### src/lrs_pkg.sv
// shared types and constants for the life row step block
package lrs_pkg;

    localparam int ROW_W       = 64;
    localparam int WIDTH_W     = 7;
    localparam int MAX_WIDTH_D = 64;
    localparam int NBR_W       = 4;

    localparam logic [WIDTH_W-1:0] ACTIVE_WIDTH_RST = WIDTH_W'(64);
    localparam logic [NBR_W-1:0]   BORN_COUNT       = NBR_W'(3);
    localparam logic [NBR_W-1:0]   STAY_COUNT       = NBR_W'(2);

    localparam logic [1:0] HELD_NONE = 2'd0;
    localparam logic [1:0] HELD_ONE  = 2'd1;
    localparam logic [1:0] HELD_TWO  = 2'd2;

    typedef struct packed {
        logic older;
        logic middle;
        logic above;
    } col_t;

endpackage

### src/lrs_cell.sv
// one column cell: holds two stored rows' bits and computes the next state
module lrs_cell (
    input  logic          aclk,
    input  logic          load,
    input  logic          in_bit,
    input  logic          in_range,
    input  lrs_pkg::col_t left_col,
    input  lrs_pkg::col_t right_col,
    output lrs_pkg::col_t own_col,
    output logic          alive
);
    import lrs_pkg::*;

    logic             older_reg;
    logic             middle_reg;
    logic [NBR_W-1:0] nbr_count;

    always_ff @(posedge aclk) begin
        if (load) begin
            older_reg  <= middle_reg;
            middle_reg <= in_bit & in_range;
        end
    end

    assign own_col.older  = older_reg & in_range;
    assign own_col.middle = middle_reg & in_range;
    assign own_col.above  = in_bit & in_range;

    assign nbr_count = NBR_W'(left_col.older) + NBR_W'(own_col.older)
                     + NBR_W'(right_col.older) + NBR_W'(left_col.above)
                     + NBR_W'(own_col.above) + NBR_W'(right_col.above)
                     + NBR_W'(left_col.middle) + NBR_W'(right_col.middle);

    assign alive = in_range & ((nbr_count == BORN_COUNT)
                 | (own_col.middle & (nbr_count == STAY_COUNT)));

endmodule

### src/life_row_step_core.sv
// top level of the life row step block: control, wrap selection, cell row
//
// One Conway Life generation (born on 3, survives on 2 or 3) over a strip of
// rows streamed in one row per item on the s_ channel. tuser marks the first
// (lower halo) row of a strip, tlast the last (upper halo) row. Once two rows
// are held, each further row yields the next state of the middle row on the
// m_ channel; its tlast copies the input tlast. Rows wrap horizontally over
// the active width written on the cfg channel (1..MAX_WIDTH, reset 64);
// cells at or above it read as dead and come out as zero.
// Throughput: one item per cycle while the receiver does not stall. A
// result is presented in the output register in the cycle after the row
// that causes it is accepted. Results come from one row of column cells
// that each hold the two stored rows and count neighbors from the adjacent
// cells combinationally. A stalled receiver holds the output register;
// s_tready then drops until the result is taken, with no item lost.
// Reset clears the rows held count, the output valid and the width to 64.
module life_row_step_core #(
    parameter int MAX_WIDTH = lrs_pkg::MAX_WIDTH_D
) (
    input  logic                        aclk,
    input  logic                        aresetn,
    input  logic                        cfg_valid,
    output logic                        cfg_ready,
    input  logic [lrs_pkg::WIDTH_W-1:0] cfg_data,   // active_width
    input  logic                        s_tvalid,
    output logic                        s_tready,
    input  logic [lrs_pkg::ROW_W-1:0]   s_tdata,    // row_cells
    input  logic                        s_tuser,    // first_row
    input  logic                        s_tlast,
    output logic                        m_tvalid,
    input  logic                        m_tready,
    output logic [lrs_pkg::ROW_W-1:0]   m_tdata,    // next_cells
    output logic                        m_tlast
);
    import lrs_pkg::*;

    localparam int IDX_W = (MAX_WIDTH > 1) ? $clog2(MAX_WIDTH) : 1;
    localparam logic [WIDTH_W-1:0] MAX_W = WIDTH_W'(MAX_WIDTH);

    logic [WIDTH_W-1:0]   width_reg;
    logic [1:0]           rows_held_reg;
    logic [1:0]           rows_held_next;
    logic                 m_tvalid_reg;
    logic [ROW_W-1:0]     m_tdata_reg;
    logic                 m_tlast_reg;

    logic                 accept;
    logic                 produce;
    logic [1:0]           held_eff;
    logic [WIDTH_W-1:0]   eff_w;
    logic [IDX_W-1:0]     w_last;
    logic [MAX_WIDTH-1:0] in_range;
    logic [MAX_WIDTH-1:0] alive_vec;
    col_t                 cols [MAX_WIDTH];

    assign cfg_ready = 1'b1;
    assign s_tready  = ~m_tvalid_reg | m_tready;
    assign accept    = s_tvalid & s_tready;
    assign held_eff  = s_tuser ? HELD_NONE : rows_held_reg;
    assign produce   = accept & (held_eff == HELD_TWO);

    always_comb begin
        if (width_reg == '0) begin
            eff_w = WIDTH_W'(1);
        end else if (width_reg > MAX_W) begin
            eff_w = MAX_W;
        end else begin
            eff_w = width_reg;
        end
    end
    assign w_last = IDX_W'(eff_w - WIDTH_W'(1));

    always_comb begin
        case (held_eff)
            HELD_NONE: rows_held_next = HELD_ONE;
            HELD_ONE:  rows_held_next = HELD_TWO;
            default:   rows_held_next = HELD_TWO;
        endcase
        if (s_tlast) begin
            rows_held_next = HELD_NONE;
        end
    end

    for (genvar k = 0; k < MAX_WIDTH; k++) begin : g_cell
        col_t left_col;
        col_t right_col;

        assign in_range[k] = (WIDTH_W'(k) < eff_w);

        if (k == 0) begin : g_left_wrap
            assign left_col = cols[w_last];
        end else begin : g_left
            assign left_col = cols[k-1];
        end

        if (k == MAX_WIDTH - 1) begin : g_right_wrap
            assign right_col = cols[0];
        end else begin : g_right
            assign right_col = (w_last == IDX_W'(k)) ? cols[0] : cols[k+1];
        end

        lrs_cell u_cell (
            .aclk      (aclk),
            .load      (accept),
            .in_bit    (s_tdata[k]),
            .in_range  (in_range[k]),
            .left_col  (left_col),
            .right_col (right_col),
            .own_col   (cols[k]),
            .alive     (alive_vec[k])
        );
    end

    always_ff @(posedge aclk) begin
        if (!aresetn) begin
            width_reg     <= ACTIVE_WIDTH_RST;
            rows_held_reg <= HELD_NONE;
            m_tvalid_reg  <= 1'b0;
        end else begin
            if (cfg_valid && cfg_ready) begin
                width_reg <= cfg_data;
            end
            if (accept) begin
                rows_held_reg <= rows_held_next;
            end
            if (s_tready) begin
                m_tvalid_reg <= produce;
            end
        end
    end

    always_ff @(posedge aclk) begin
        if (produce) begin
            m_tdata_reg <= ROW_W'(alive_vec);
            m_tlast_reg <= s_tlast;
        end
    end

    assign m_tvalid = m_tvalid_reg;
    assign m_tdata  = m_tdata_reg;
    assign m_tlast  = m_tlast_reg;

    a_held_range: assert property (@(posedge aclk) disable iff (!aresetn)
        rows_held_reg != 2'd3)
        else $error("rows held count out of range");

    a_last_clears: assert property (@(posedge aclk) disable iff (!aresetn)
        accept && s_tlast |=> rows_held_reg == HELD_NONE)
        else $error("last row did not end the strip");

    a_result_made: assert property (@(posedge aclk) disable iff (!aresetn)
        accept && !s_tuser && rows_held_reg == HELD_TWO |=> m_tvalid_reg)
        else $error("missing result with two rows held");

    a_first_no_result: assert property (@(posedge aclk) disable iff (!aresetn)
        accept && s_tuser |=> !m_tvalid_reg)
        else $error("result made on first row of a strip");

endmodule

### config.mk
export PLATFORM = sky130hd
export DESIGN_NAME = life_row_step_core
export DESIGN_NICKNAME = d
export VERILOG_FILES = /design/src/lrs_pkg.sv /design/src/lrs_cell.sv /design/src/life_row_step_core.sv
export SDC_FILE = /design/constraint.sdc
export NUM_CORES = 1
export LEC_CHECK = 0
export BUFFER_PORTS_ARGS = -buffer_cell sky130_fd_sc_hd__buf_2
export CAP_MARGIN = 20
export CELL_PAD_IN_SITES_DETAIL_PLACEMENT = 1
export CELL_PAD_IN_SITES_GLOBAL_PLACEMENT = 1
export CORE_ASPECT_RATIO = 0.8
export CORE_UTILIZATION = 54
export DETAILED_ROUTE_END_ITERATION = 12
export GPL_ROUTABILITY_DRIVEN = 1
export PLACE_DENSITY_LB_ADDON = 0.1
export REMOVE_ABC_BUFFERS = 1
export SLEW_MARGIN = 20
export SYNTH_ARGS = -nofsm -noshare
export SYNTH_HDL_FRONTEND = slang
export SYNTH_SLANG_ARGS = --single-unit
### constraint.sdc
create_clock -name aclk -period 17.35 [get_ports aclk]
set_input_delay 5.205 -clock aclk [delete_from_list [all_inputs] [get_ports aclk]]
set_output_delay 5.205 -clock aclk [all_outputs]
set_load 0.005 [all_outputs]
## After elaboration in Yosys (flattened, before gate mapping)

Index checks and enable logic that the tools add are counted.

| storage, ports and cells | value |
|---|---|
| flip-flop bits (word level) | 203 |
| bits in latches | 0 |
| bits in writable memories | 0 |
| memory bits (read-only) | 0 |
| input port bits | 78 |
| output and inout port bits | 68 |
| logic and storage cells | 1302 |
| memories kept | 0 |

| cells by class | value |
|---|---|
| add/sub/neg operators | 449 |
| multiply operators | 0 |
| divide/modulo/power cells | 0 |
| order comparisons | 66 |
| equal/unequal tests | 191 |
| shift-type cells | 0 |
| mux-type cells | 71 |
| bitwise gates (word level) | 389 |
| reduce and logical (&&, ||, !) cells | 3 |

Operators by type and width:

| cell | number |
|---|---|
| $add 4x1->4 | 384 |
| $eq 4x2->1 const B | 128 |
| $and 1x1->1 | 322 |
| $lt 6x7->1 const A | 32 |
| $mux 3 | 65 |
| $eq 6x6->1 const B | 31 |
| $add 1x1->2 | 64 |
| $lt 5x7->1 const A | 16 |
| $eq 6x5->1 const B | 16 |
| $or 1x1->1 | 65 |
| $lt 4x7->1 const A | 8 |
| $eq 6x4->1 const B | 8 |
| $lt 3x7->1 const A | 4 |
| $eq 6x3->1 const B | 4 |
| $bmux 3 s6 | 1 |
| $lt 1x7->1 const A | 2 |
| $lt 2x7->1 const A | 2 |
| $mux 7 | 2 |
| $eq 6x2->1 const B | 2 |
| $ge 7x7->1 const B | 1 |
| $gt 7x7->1 const B | 1 |
| $logic_not 7->1 | 1 |
| $not 6->7 | 1 |
| $eq 6x1->1 const B | 1 |
| 6 further kinds | 8 |

## Logic depth before layout (Yosys ltp)

| logic depth | value |
|---|---|
| word-level depth | 19 |
| gate-level depth with buffers | 27 |
| depth with buffers taken out | 22 |

## Modules after synthesis

A second synthesis with hierarchy kept.

| second synthesis, totals | value |
|---|---|
| cell total of the unflattened synthesis | 2486 |
| area, all modules | 25075.3 um^2 |

By module, submodules not included:

| module | times used | cells an instance | area each (um^2) | sequential area each (um^2) |
|---|---|---|---|---|
| lrs_cell at g_cell[0].u_cell ... | 62 | 28 | 276.5 | 60.1 |
| life_row_step_core | 1 | 694 | 7403.4 | 2152.1 |
| lrs_cell at g_cell[23].u_cell ... | 2 | 28 | 264.0 | 60.1 |

## Worst setup path after synthesis

No wires, ideal clock.

| path | value |
|---|---|
| path kind | input to register |
| start point | in m_tready |
| end point | reg m_tdata_reg[0], in the netlist m_tdata[0] (enable) |
| library setup time | 0.675 ns |
| data arrival time | 12.204 ns |
| required time | 16.675 ns |
| path slack | 4.472 ns |
| stages | 4 |
| buffers on the path | 0 |
| cell sequence | nor2b_1 > inv_1 > nand2_1 > nor4b_1 |

| on the way | value |
|---|---|
| word-level cells in the longest chain between the ends | 3 |

Ends and longest elaborated chain:

| element | RTL line | source |
|---|---|---|
| start: declaration | life_row_step_core.sv:31 | `input logic m_tready,` |
| $or 1x1->1 | life_row_step_core.sv:57 | `assign s_tready = ~m_tvalid_reg \| m_tready;` |
| via s_tready | life_row_step_core.sv:26 | `output logic s_tready,` |
| $and 1x1->1 | life_row_step_core.sv:58 | `assign accept = s_tvalid & s_tready;` |
| $and 1x1->1 | life_row_step_core.sv:60 | `assign produce = accept & (held_eff == HELD_TWO);` |
| via produce | life_row_step_core.sv:48 | `logic produce;` |
| end signal: assignment | life_row_step_core.sv:134 | `m_tdata_reg <= ROW_W'(alive_vec);` |
| end: declaration | life_row_step_core.sv:44 | `logic [ROW_W-1:0] m_tdata_reg;` |

The timed path passes the listed nets, and every way through them passes these cells.
A chain may end at the register's enable or synchronous reset.

## Worst setup path in the final report

| path | value |
|---|---|
| start point | in m_tready |
| end point | out s_tready |

| on the way | value |
|---|---|
| word-level cells in the longest chain between the ends | 1 |

Ends and longest elaborated chain:

| element | RTL line |
|---|---|
| $or 1x1->1 | life_row_step_core.sv:57 |
| end: declaration | life_row_step_core.sv:26 |

No other way between the ends.

==> impl_metrics.yaml <==
finish:
  drive_gt1_share_pct: 10.5
  stdcell_count: 3183
  utilization_pct: 60.2
  antenna_cells: 0
  nNetsFinal: 3097
  final_cell_area_um2: 26200
  area_delta_synth_final_pct: 9.04
  fill_cells: 4902
synth:
  synth-edff-count: 193
  ys_warn_count: 0
  yosysSeqAreaShare_pct: 25.0
  synth_seq_cells: 203
  syn_area_um2: 24000
  syn-mean-instance-area_um2: 9.74
  synthCells: 2462
  async_flop_share_pct: 0
  synthFlopType: "edfxtp_1"
  ys_types: 80
clock_network:
  cts_num_sinks: 203
  max-clock-path-buffers: 3
  cts-root-buf: "clkbuf_16"
  cts_made_buffers: 27
  h-tree-depth: 1
  clkLatencyLatePin_ns: 0.60
  cts_tree: "built"
  ctsResizeCount: 0
  postCtsHoldBufs: 0
  cts_setup_buffers: 0
  clk_pin_slew_ns: 0.06
sta:
  tightest_slew_ns: 1.09
  worst_hold_slack_ns: 0.440
  slew_headroom_pct: 27.6
  finalSetupTns_ns: 0
  period_share_pct: 62.7
  fmax_mhz: 92.0
  drv_slew: 0
  setup_ws_ns: 6.48
  hold_violations: 0
  period_needed_ns: 10.87
  skew_ns: 0.0321
  finalSetupViolCount: 0
  rsz0062_at_grt: "no"
floorplanning:
  die_w_um: 238
  rows: 68
  die_area_um2: 45300
  placeableCoreArea_um2: 43500
  ios: 146
  dieHeight_um: 191
  start_util_pct: 55.2
setup_path:
  crit_required_ns: 12.14
  path_class: "primary input to output port"
  startpoint_type: "primary input"
  crit_path_max_fanout: 2
  ff2ff_path_depth: 21
  critPathLaunch: "m_tready"
  r2r-start: "width_reg[6]"
  endpoint_kind: "output port"
  critPathArrivalTime_ns: 5.67
drt:
  drt-wirelength-per-cell_um: 26.5
  drtIter0Drc: 1568
  drt_first_pass_iters: 5
  wirelength_mm: 84.3
  drc: 0
  detail-route-antenna-nets: 0
  vias: 20000
  routed_via_density: 6.27
power_and_ir_drop:
  vdd_ir_drop_max_mv: 0.0786
  power.share.clock_pct: 24.3
  total_power_mw: 2.41
  power_frac_seq_pct: 24.9
  p_switching_mw: 1.00
  cell_internal_pwr_mw: 1.40
  p_comb_share_pct: 50.7
  power_density_nw_per_um2: 92.0
  swShare_pct: 41.7
  power_leakage_nw: 12.0
placed_design:
  dp.cells: 3132
  detailed_place.area_um2: 25300
  portBuffers: 144
  gp_congestion: 0.953
  dp_hpwl_mm: 62.1
  place_ws_ns: 6.52
min_path:
  min_path_type: "flip-flop to flip-flop"
  min_from: "g_cell[3].u_cell.middle_reg"
  min_path_cells: 0
run:
  maxCapViolations: 0
grt:
  grt_usage_pct: 37.9
  grt_max_degree: 69
  grt_overflow: 0
  grt_pass1_wl_mm: 129
  antenna_found_initial: 2
  grt_pass1_vias: 21900
status:
  status: "finished, final reports clean"
-- metal layers --
| layer | wire (um) | vias up | global-route usage, % |
|---|---|---|---|
| met1 | 33800 | 10200 | 49.0 |
| li1 | - | 8514 | - |
| met4 | 4270 | 2 | 17.3 |
| met5 | 13 | - | 0.325 |
| met2 | 38700 | 1006 | 61.5 |
| met3 | 7450 | 278 | 7.72 |
-- placed cells by master (no fill, tap or decap), drive strengths merged, types with 87 or more instances in the layout --
master    n
edfxtp  193
nor2    131
inv     531
fa      256
mux2i   187
ha      196
and2     96
a21oi   102
buf     184
nand2    87
nor2b   107
-- layout make-up --
| cell class | count | area [um2] | share of cell area [%] |
|---|---|---|---|
| multi-input cells | 1618 | 15500 | 59.3 |
| flip-flops and latches | 203 | 6000 | 22.9 |
| inverters | 533 | 2010 | 7.67 |
| repair buffers | 184 | 1020 | 3.90 |
| clock buffers | 41 | 802 | 3.07 |
| well taps | 595 | 744 | 2.85 |
| clock inverters | 9 | 75.1 | 0.287 |
-- worst max-delay path: stages --
cell     delay, ns
buf_2         0.10
nor2b_1       0.16
inv_1         0.07
buf_2         0.13
-- final timing paths --
check                                                   to  slack, ns
worst max-delay path                              s_tready       6.48
worst min-delay path            g_cell[3].u_cell.older_reg       0.44
worst max register to register                  m_tdata[0]       9.99
worst min register to register  g_cell[3].u_cell.older_reg       0.44
-- cells by family (layout without fill, tap and decap cells) --
group / count (synthesis) / count (layout) / synth area share (%)
and+or+nand+nor: 602 / 602 / 13.1
muxes: 209 / 209 / 9.40
buffers and inverters: 641 / 767 / 10.5
AOI/OAI and AO/OA: 352 / 352 / 10.3
xor gates and xnor gates: 2 / 2 / 0.0730
adders and majority gates: 452 / 452 / 31.6
DFF: 203 / 203 / 25.0
other: 1 / 1 / 0.0156
-- synth_stat cells, drive strengths merged (5+ instances only) --
cell	n	area (um2)
inv	530	1990
fa	256	5120
ha	196	2450
edfxtp	193	5800
mux2i	187	1870
nor2	131	494
nor2b	107	669
a21oi	102	518
and2	96	601
nand2	87	329
clkbuf	68	255
a2111oi	61	534
nor3	61	322
nand3	44	220
buf	40	255
o21ai	39	206
a31oi	30	188
and3	27	169
mux4	12	270
nand2b	12	75.1
a21boi	11	82.6
dfxtp	10	200
mux2	10	113
a211oi	9	67.6
nand4	8	50.1
o2111ai	8	70.1
o21a	8	60.1
a21o	7	52.6
a211o	6	52.6
a32oi	6	52.6
nand3b	6	45.0
o211ai	6	58.8
nor4	5	31.3
o221ai	5	43.8
o311a	5	50.1
o31ai	5	37.5
-- power groups by stage --
stage / Sequential [mW] / Clock [mW] / Combinational [mW]
after floorplan: 0.616 / 0 / 0.813
after detailed placement: 0.610 / 0 / 1.20
after global placement: 0.608 / 0 / 1.06
final: 0.601 / 0.585 / 1.22
after CTS: 0.600 / 0.586 / 1.22
after global routing: 0.603 / 0.599 / 1.38
Power figures use the tool's default switching activity.
